<file path="src/hdl/dllcw_pkg.sv">
// ----------------------------------------------------------------------------
// dllcw_pkg
// Shared types and constants for the linked-list DMA chain walker.
// ----------------------------------------------------------------------------
package dllcw_pkg;

  localparam int unsigned PtrW      = 24;
  localparam int unsigned FetchW    = 21;
  localparam int unsigned WordW     = 32;
  localparam int unsigned InDataW   = 56;
  localparam int unsigned OutDataW  = 56;
  localparam int unsigned ApbAddrW  = 2;

  localparam logic [WordW-1:0] NodeLimitReset = 32'd2000000;
  localparam int unsigned      EndFlagBit     = 23;

  // Byte address of the node limit register.
  localparam logic [ApbAddrW-1:0] NodeLimitAddr = '0;

  localparam logic OP_START = 1'b0;
  localparam logic OP_NODE  = 1'b1;

  typedef enum logic [1:0] {
    REASON_WALKING = 2'd0,
    REASON_END     = 2'd1,
    REASON_LOOP    = 2'd2,
    REASON_LIMIT   = 2'd3
  } end_reason_t;

endpackage

</file>
<file path="src/hdl/dllcw_apb_regs.sv">
// ----------------------------------------------------------------------------
// dllcw_apb_regs
// APB register file holding the node limit of the chain walker.
// ----------------------------------------------------------------------------
module dllcw_apb_regs
  import dllcw_pkg::*;
(
  input  logic                clk,
  input  logic                rst,
  input  logic                psel,
  input  logic                penable,
  input  logic                pwrite,
  input  logic [ApbAddrW-1:0] paddr,
  input  logic [WordW-1:0]    pwdata,
  output logic [WordW-1:0]    prdata,
  output logic                pready,
  output logic [WordW-1:0]    node_limit
);

  logic wr_en;

  // The node limit is the only register and sits at byte address zero.
  assign wr_en  = psel && penable && pwrite && (paddr == NodeLimitAddr);
  assign pready = 1'b1;
  assign prdata = node_limit;

  always_ff @(posedge clk) begin
    if (rst) begin
      node_limit <= NodeLimitReset;
    end else if (wr_en) begin
      node_limit <= pwdata;
    end
  end

endmodule

</file>
<file path="src/hdl/dma_linked_list_chain_walker.sv">
// ----------------------------------------------------------------------------
// dma_linked_list_chain_walker
// Follows a linked list of DMA command nodes and totals its length in words.
// ----------------------------------------------------------------------------
// A request passes through an input register, then a result register.
// Throughput: one request per cycle while the result stream is not stalled;
// the chain state is updated together with the result register.
// Reset (synchronous, active high) resets the walk state and both register
// stages, and sets node_limit to 2000000.
module dma_linked_list_chain_walker
  import dllcw_pkg::*;
#(
  parameter int unsigned ADDR_BITS = 21
) (
  input  logic                clk,
  input  logic                rst,
  // Request stream.
  input  logic                s_tvalid,
  output logic                s_tready,
  input  logic [InDataW-1:0]  s_tdata,  // head_pointer[23:0], node_word[55:24]
  input  logic [0:0]          s_tuser,  // opcode[0]
  // Result stream.
  output logic                m_tvalid,
  input  logic                m_tready,
  output logic [OutDataW-1:0] m_tdata,  // fetch_address[20:0], done_res[21],
                                        // chain_words[53:22], end_reason[55:54]
  // Configuration.
  input  logic                psel,
  input  logic                penable,
  input  logic                pwrite,
  input  logic [ApbAddrW-1:0] paddr,
  input  logic [WordW-1:0]    pwdata,
  output logic [WordW-1:0]    prdata,
  output logic                pready
);

  localparam logic [PtrW-1:0] AddrMask =
    PtrW'((25'(1) << ADDR_BITS) - 25'd1) & 24'hfffffc;

  logic [WordW-1:0] node_limit;

  // Input register.
  logic             in_v;
  logic             in_op;
  logic [PtrW-1:0]  in_head;
  logic [WordW-1:0] in_word;

  // Walk state.
  logic                 walking, walking_next;
  logic [WordW-1:0]     total_words, total_words_next;
  logic [WordW-1:0]     node_counter, node_counter_next;
  logic [ADDR_BITS-1:0] previous_address, previous_address_next;
  logic [ADDR_BITS-1:0] low_mark, low_mark_next;
  logic [ADDR_BITS-1:0] high_mark, high_mark_next;

  logic                 process;
  logic                 produce;
  logic                 is_start;
  logic [PtrW-1:0]      ptr;
  logic [PtrW-1:0]      masked;
  logic [ADDR_BITS-1:0] addr;
  logic [WordW:0]       sum;
  logic [WordW-1:0]     sat_total;
  logic [WordW-1:0]     cnt_before;
  logic [ADDR_BITS-1:0] prev_eff, low_eff, high_eff;
  end_reason_t          reason;
  logic                 done;
  logic [FetchW-1:0]    fetch;

  dllcw_apb_regs u_regs (
    .clk        (clk),
    .rst        (rst),
    .psel       (psel),
    .penable    (penable),
    .pwrite     (pwrite),
    .paddr      (paddr),
    .pwdata     (pwdata),
    .prdata     (prdata),
    .pready     (pready),
    .node_limit (node_limit)
  );

  assign process  = in_v && (!m_tvalid || m_tready);
  assign s_tready = !in_v || process;
  assign is_start = (in_op == OP_START);
  assign produce  = is_start || walking;

  always_comb begin
    sum       = {1'b0, total_words} + {25'd0, in_word[31:24]} + 33'd1;
    sat_total = sum[WordW] ? '1 : sum[WordW-1:0];
    ptr       = is_start ? in_head : in_word[PtrW-1:0];
    masked    = ptr & AddrMask;
    addr      = masked[ADDR_BITS-1:0];
    // A start request begins from a cleared detector and counter.
    cnt_before = is_start ? '0 : node_counter;
    prev_eff   = is_start ? '1 : previous_address;
    low_eff    = is_start ? '1 : low_mark;
    high_eff   = is_start ? '1 : high_mark;

    walking_next          = walking;
    total_words_next      = is_start ? 32'd1 : sat_total;
    node_counter_next     = cnt_before + 32'd1;
    previous_address_next = prev_eff;
    low_mark_next         = low_eff;
    high_mark_next        = high_eff;
    reason                = REASON_WALKING;

    if (!is_start && ptr[EndFlagBit]) begin
      reason            = REASON_END;
      node_counter_next = node_counter;
    end else if (cnt_before > node_limit) begin
      reason = REASON_LIMIT;
    end else if (addr == low_eff || addr == high_eff) begin
      reason = REASON_LOOP;
    end else begin
      if (addr < prev_eff) begin
        low_mark_next = addr;
      end else begin
        high_mark_next = addr;
      end
      previous_address_next = addr;
    end

    walking_next = (reason == REASON_WALKING);
    done         = (reason != REASON_WALKING);
    fetch        = done ? '0 : masked[FetchW-1:0];
  end

  always_ff @(posedge clk) begin
    if (rst) begin
      in_v             <= 1'b0;
      m_tvalid         <= 1'b0;
      walking          <= 1'b0;
      total_words      <= '0;
      node_counter     <= '0;
      previous_address <= '1;
      low_mark         <= '1;
      high_mark        <= '1;
    end else begin
      if (s_tvalid && s_tready) begin
        in_v <= 1'b1;
      end else if (process) begin
        in_v <= 1'b0;
      end

      if (process) begin
        m_tvalid <= produce;
      end else if (m_tready) begin
        m_tvalid <= 1'b0;
      end

      // Node headers that arrive while idle are dropped without a trace.
      if (process && produce) begin
        walking          <= walking_next;
        total_words      <= total_words_next;
        node_counter     <= node_counter_next;
        previous_address <= previous_address_next;
        low_mark         <= low_mark_next;
        high_mark        <= high_mark_next;
      end
    end
  end

  always_ff @(posedge clk) begin
    if (s_tvalid && s_tready) begin
      in_op   <= s_tuser[0];
      in_head <= s_tdata[PtrW-1:0];
      in_word <= s_tdata[PtrW +: WordW];
    end
    if (process && produce) begin
      m_tdata <= {reason, total_words_next, done, fetch};
    end
  end

endmodule
</file>
<file path="config.mk">
export PLATFORM = sky130hd
export DESIGN_NAME = dma_linked_list_chain_walker
export DESIGN_NICKNAME = d
export VERILOG_FILES = /design/src/hdl/dllcw_pkg.sv /design/src/hdl/dllcw_apb_regs.sv /design/src/hdl/dma_linked_list_chain_walker.sv
export SDC_FILE = /design/constraint.sdc
export NUM_CORES = 1
export LEC_CHECK = 0
export ABC_AREA = 1
export BUFFER_PORTS_ARGS = -buffer_cell sky130_fd_sc_hd__buf_4
export CAP_MARGIN = 15
export CORE_ASPECT_RATIO = 1.25
export CORE_MARGIN = 2
export CORE_UTILIZATION = 25
export DETAILED_ROUTE_END_ITERATION = 16
export GPL_TIMING_DRIVEN = 0
export HOLD_SLACK_MARGIN = 0.12
export PLACE_DENSITY_LB_ADDON = 0.3
export SLEW_MARGIN = 40
export SYNTH_ARGS = -nofsm -noshare
export SYNTH_HDL_FRONTEND = slang
export SYNTH_SLANG_ARGS = --single-unit
export TNS_END_PERCENT = 30
</file>
<file path="constraint.sdc">
create_clock -name clk -period 3.5 [get_ports clk]
set_clock_uncertainty 0.05 [all_clocks]
set_input_delay 0.875 -clock clk [delete_from_list [all_inputs] [get_ports clk]]
set_output_delay 0.875 -clock clk [all_outputs]
set_load 0.02 [all_outputs]
</file>
==> flow_metrics.tcl, run 1 <==
set metrics [dict create \
    syn_to_final_growth_pct 23.55 \
    clock_sinks 264 \
    path_max_fanout 19 \
    yosysTopAreaCellShare 0.2008 \
    cp.arrival_ps 3800 \
    critical_path.max_stage_delay_ps 350 \
    via_per_inst 4.696 \
    num_io_pins 189 \
    numCtsBuffers 31 \
    clk_pin_slew_ps 60 \
    drive_above_1_share 0.1341 \
    leakagePower_nw 9.596 \
    start_kind "register" \
    hold_class "in2reg" \
    drt_wl_total_um 63190 \
    core-area_um2 64410 \
    drc_errors 0 \
    syn_avg_cell_area_um2 6.733 \
    cap_violations 0 \
    avgRoutedWirePerCell_um 18.01 \
    initial_core_util 0.2525 \
    synth_top_cells_by_count "870 x nand2_1, 273 x inv_1, 189 x nand3_1" \
    synthDistinctLibCells 44 \
    worst-endpoint-required_ps 3930 \
    synthArstFlopShare 0 \
    critical_path.top_delay_family "buffers and inverters" \
    fp-row-count 104 \
    vias 16479 \
    synth_flop_cell "dfxtp_1" \
    fmax_ghz 0.2961 \
    final_max_slew_viol_count 0 \
    instances_no_fill 3509 \
    grt_overflow 0 \
    grt_pass1_vias 16131 \
    synth_edf_count 102 \
    slowest_stage "edfxtp_1" \
    ys_warn_count 0 \
    gp_congestion 1.016 \
    yosysTopAreaCell "nand2_1" \
    hold_viol 0 \
    grt_first_pass_wirelength_um 95450 \
    synthXorXnorAreaFrac 0.02208 \
    h-tree-depth 1 \
    ys_seq_area_frac 0.3877 \
    ff2ff_setup_slack_ps 120 \
    grt_max_degree 51 \
    ys_seq_elements 264 \
    netlist_area_um2 16270 \
    final_area_um2 20100 \
    num-nets-final 2788 \
    fin_crit_sh 0.9649 \
    postLayoutCoreUtil 0.3120 \
    setup_viol 0 \
    cts_hold_buf 0 \
    synth_compound_area_frac 0.08807 \
    antenna_found_initial 13 \
    dp.cells 3443 \
    place_area_um2 18720 \
    yosysMostFrequentCell "nand2_1" \
    finalSetupTns_ps 0 \
    hpwlAfterDp_um 49950 \
    status "finished clean" \
    max-slew-margin-rel 0.4021 \
    p_per_area_nw_per_um2 393.0 \
    end_kind "register" \
    drt_iter0_drc 1233 \
    clock_latency_ps 590 \
    worst-slew-pin-transition_ps 896.9 \
    worst-setup-path-type "reg2reg" \
    port_buffers 176 \
    synth_top_family_by_area "simple AND/OR/NAND/NOR gates" \
    synthAdderAreaFrac 0.04661 \
    cts_tree "done" \
    synthSimpleGateAreaFrac 0.3524 \
    peakVddDrop_mv 0.3456 \
    first_pass_iters 5 \
    synthTopCellsByArea "nand2_1 20%, dfxtp_1 20%, edfxtp_1 19%" \
    grt_usage 0.1853 \
    synth_mux_area_frac 0 \
    die_area_um2 67140 \
    power_w 0.007898 \
    cp_cell_sequence "buf_4, buf_12, buf_6, clkbuf_16, buf_8, nand2_1, inv_1, ha_4, nand2_2, inv_2, nand3_1, nor3_2, and3_1, nand4_1, buf_6, buf_6, clkbuf_8, nand3_1, nand2_1, nand2_1, nand2_1, nand2_1, nand2_1" \
    ant_nets 0 \
    cp_num_buf_inv 10 \
    cts_root_buf "clkbuf_16" \
    crit_top_cell "nand2_1" \
    clockBufferDepth 3 \
    period_minus_slack_ps 3377 \
    die_y_um 289.2 \
    die_x_um 232.2 \
    synthCells 2416 \
]
-- metrics by stage --
| stage | setup slack [ps] | hold slack [ps] |
|---|---|---|
| 6_report | 122.8 | 411.3 |
| 5_1_grt | -18.05 | 385.0 |
| 4_1_cts | -39.95 | 378.1 |
| 3_5_place_dp | -1150 | 408.3 |
| 3_3_place_gp | -1110 | 401.8 |
| 2_1_floorplan | 362.3 | 390.7 |
-- worst register-to-register path, cell delays in order, from the launching register on --
cell and delay, ps:
edfxtp_1 350, buf_4 170, buf_12 170, buf_6 160, clkbuf_16 170, buf_8 160, nand2_1 80, inv_1 60
ha_4 260, nand2_2 60, inv_2 60, nand3_1 80, nor3_2 200, and3_1 220, nand4_1 120, buf_6 170
buf_6 150, clkbuf_8 170, nand3_1 90, nand2_1 110, nand2_1 80, nand2_1 50, nand2_1 50, nand2_1 40
-- state kept, by name, indices dropped and copies added (netlist names) --
signal and count:
in_op 1, in_head 19, previous_address 21, in_word 28
total_words 32, low_mark 21, high_mark 21, node_counter 32
in_v 1, m_tdata 54, m_tvalid 1, u_regs.node_limit 32
walking 1
-- per-layer routing --
layer | up-vias | part of all wire | global-route usage
li1 | 8207 | - | -
met1 | 7476 | 0.41 | 0.2240
met2 | 625 | 0.46 | 0.3138
met3 | 155 | 0.075 | 0.04114
met4 | 16 | 0.046 | 0.08317
met5 | - | 0.0017 | 0
-- kinds of logic (layout without fill, tap and decap cells) --
| logic type | Yosys count | in the layout |
|---|---|---|
| xor gates and xnor gates | 41 | 41 |
| AOI/OAI and AO/OA | 273 | 273 |
| adders and majority gates | 60 | 60 |
| DFF | 264 | 264 |
| and+or+nand+nor | 1371 | 1371 |
| buffers and inverters | 405 | 643 |
| other | 2 | 9 |
-- layout make-up --
cell class                 count  area [um^2]
clock inverter                18        148.9
tap                          848         1061
inverter                     277         1042
antenna                        6        15.01
clock buffer                  40        860.8
timing repair buffer         181         1403
buffer                       127        807.0
sequential                   264         6306
fill                        7143        44310
multi-input combinational   1748         8454
-- placed cells by master, fill, tap and decap left out, drive strengths merged, types with 3 or more instances in the layout --
cell / synthesis / final
nor4: 10 / 10
dfxtp: 162 / 162
clkbuf: 66 / 107
xnor2: 9 / 9
xor2: 32 / 32
nand2: 873 / 873
nor3b: 3 / 3
nand3: 192 / 192
nand4: 74 / 74
o211ai: 13 / 13
nor3: 24 / 24
clkinv: 2 / 16
or2: 8 / 8
ha: 59 / 59
and3: 4 / 4
edfxtp: 102 / 102
o21a: 5 / 5
diode: 0 / 6
buf: 62 / 241
conb: 2 / 3
o21ai: 88 / 88
inv: 275 / 276
nor2: 181 / 181
a21oi: 159 / 159
-- power breakdown --
part | internal, W | switching (W) | total [W]
combinational | 0.000413 | 0.000807 | 0.00122
clock | 0.00188 | 0.00136 | 0.00324
sequential | 0.00334 | 0.000101 | 0.00344
-- timing repair --
item | 4_1_cts | 5_1_grt
cloned | 0 | 0
endpoints found under the setup margin | 99 | 93
pin swaps | 1 | 4
resized for setup | 41 | 75
buffers inserted | 1 | 2
-- worst paths after layout --
path / cells after the start / to / from
worst min-delay path: 1 / in_head[3] / s_tdata[3]
worst max-delay path: 23 / high_mark[16] / in_op
worst max register to register: 23 / high_mark[16] / in_op
worst min register to register: 2 / previous_address[16] / previous_address[16]
Note: power is estimated with default switching activity, not from simulation.
==> run 2, diff against run 1 <==
==> constraint.sdc (replaced) <==
create_clock -name clk -period 2.75 [get_ports clk]
set_clock_uncertainty 0.05 [all_clocks]
set_input_delay 0.6875 -clock clk [delete_from_list [all_inputs] [get_ports clk]]
set_output_delay 0.6875 -clock clk [all_outputs]
set_load 0.02 [all_outputs]
==> flow_metrics.tcl, run 2 (synthesis gave the netlist of run 1 again) <==
set metrics [dict create \
    h-tree-depth 1 \
    finalSetupTns_ps -36800 \
    instances_no_fill 3539 \
    final_cell_mix "772 x nand2_1, 265 x inv_1, 201 x buf_4" \
    via_per_inst 4.752 \
    first_pass_iters 7 \
    avgRoutedWirePerCell_um 18.93 \
    netSwitchingPower_w 0.003027 \
    setup_viol 99 \
    hold_viol 0 \
    fmax_ghz 0.3079 \
    fin_crit_sh 1.181 \
    cp.arrival_ps 3690 \
    top_register "m_tdata" \
    grt_max_degree 54 \
    clock_latency_ps 610 \
    core-area_um2 64410 \
    final_max_slew_viol_count 0 \
    cap_violations 0 \
    drt_iter0_drc 1147 \
    leakagePower_nw 10.09 \
    max-slew-margin-rel 0.4363 \
    num-nets-final 2824 \
    hold_class "in2reg" \
    cts_root_buf "clkbuf_16" \
    period_minus_slack_ps 3248 \
    die_area_um2 67140 \
    initial_core_util 0.2525 \
    power_w 0.01047 \
    dp.cells 3443 \
    end_kind "register" \
    fp-row-count 104 \
    seq_power_share 0.418 \
    vias 16819 \
    register_area_um2 6306 \
    drc_errors 0 \
    grt_pass1_vias 16452 \
    combPwrFrac 0.163 \
    slowest_stage "edfxtp_1" \
    p_sw_frac 0.2892 \
    grt_usage 0.1944 \
    drt_wl_total_um 66980 \
    worst-setup-path-type "reg2reg" \
    grt_first_pass_wirelength_um 99080 \
    die_x_um 232.2 \
    hold_ws_ps 205.4 \
    clock_sinks 264 \
    start_kind "register" \
    n_antenna_cell 0 \
    worst-slew-pin-transition_ps 845.6 \
    numCtsBuffers 31 \
    die_y_um 289.2 \
    cts_tree "done" \
    status "complete, but fails checks" \
    clk_pin_slew_ps 60 \
    met2_usage 0.3375 \
    multi_input_area_um2 9340 \
    cp_cell_sequence "buf_6, buf_12, buf_12, buf_8, clkbuf_16, buf_12, nand2_4, inv_4, ha_4, nand2_4, inv_4, nand3_4, nor3_4, and3_4, nand4_1, buf_6, buf_12, clkbuf_16, nand3_2, nand2_2, nand2_1, nand2_1, nand2_1, nand2_1" \
    peakVddDrop_mv 0.4915 \
    critical_path.max_stage_delay_ps 380 \
    violations "setup timing" \
    drive_above_1_share 0.2077 \
    cell_internal_pwr_w 0.007441 \
    met3_usage 0.03169 \
    syn_to_final_growth_pct 33.51 \
    pwr-share-clk 0.419 \
    gp_congestion 0.9580 \
    met1_usage 0.2336 \
    busiest_layer "met2" \
    hpwlAfterDp_um 50990 \
    worst_slack_ps -497.9 \
    fillCellCount 6977 \
    ant_nets 0 \
    antenna_found_initial 5 \
    rsz0062_at_grt "yes" \
    cts_hold_buf 0 \
    num_io_pins 189 \
    final_common_cell "nand2_1" \
    largest_reg_flops 54 \
    clockBufferDepth 3 \
    grt_overflow 0 \
    path_max_fanout 7 \
    p_per_area_nw_per_um2 482.0 \
    worst-endpoint-required_ps 3190 \
    port_buffers 176 \
]
run 2: path summary, 6_finish.rpt:
check,start,endpoint,slack [ps],depth (start not counted)
worst max-delay path,in_op,low_mark[8],-500,24
worst max register to register,in_op,low_mark[8],-500,24
worst min-delay path,s_tdata[50],in_word[26],210,1
worst min register to register,high_mark[2],high_mark[2],420,2
run 2: routing by layer:
metal	wire, um	vias to the layer above
li1	-	8288
met2	32040	562
met4	3424	10
met3	3840	179
met1	27610	7780
met5	73	-
run 2: cell type report:
| type | count | area share |
|---|---|---|
| Timing Repair Buffer | 214 | 0.08584 |
| Inverter | 277 | 0.04845 |
| Buffer | 128 | 0.04701 |
| Sequential cell | 264 | 0.2904 |
| Tap cell | 848 | 0.04886 |
| Clock inverter | 16 | 0.009449 |
| Multi-Input combinational cell | 1750 | 0.4301 |
| Clock buffer | 42 | 0.03993 |
run 2: critical path: cells and delay by family, from the launching register on:
family	cells	cell delay, ps
DFF	1	380
and+or+nand+nor	12	960
buffers and inverters	11	1410
adders and majority gates	1	270
run 2: power by group through the flow:
| stage | logic (W) | registers (W) | clock network (W) |
|---|---|---|---|
| 3_5_place_dp | 0.00152 | 0.00445 | 0 |
| 2_1_floorplan | 0.000891 | 0.00445 | 0 |
| 4_1_cts | 0.00162 | 0.00437 | 0.00449 |
| 5_1_grt | 0.00187 | 0.00439 | 0.00463 |
| 6_report | 0.00170 | 0.00437 | 0.00439 |
| 3_3_place_gp | 0.00150 | 0.00446 | 0 |
run 2: metrics by stage:
| stage | utilization | cell area, um^2 | setup slack [ps] |
|---|---|---|---|
| final | 0.3372 | 21720 | -497.9 |
| after global routing | 0.3372 | 21720 | -622.8 |
| after global placement | 0.2918 | 18800 | -1242 |
| after detailed placement | 0.2928 | 18860 | -1261 |
| after CTS | 0.3254 | 20960 | -473.8 |
| after floorplan | - | 16410 | -147.7 |
run 2: timing repair:
item / CTS / global route
setup buffers: 15 / 10
resized for setup: 203 / 143
endpoints found under the setup margin: 223 / 170
pin swaps: 52 / 59
cloned: 9 / 5
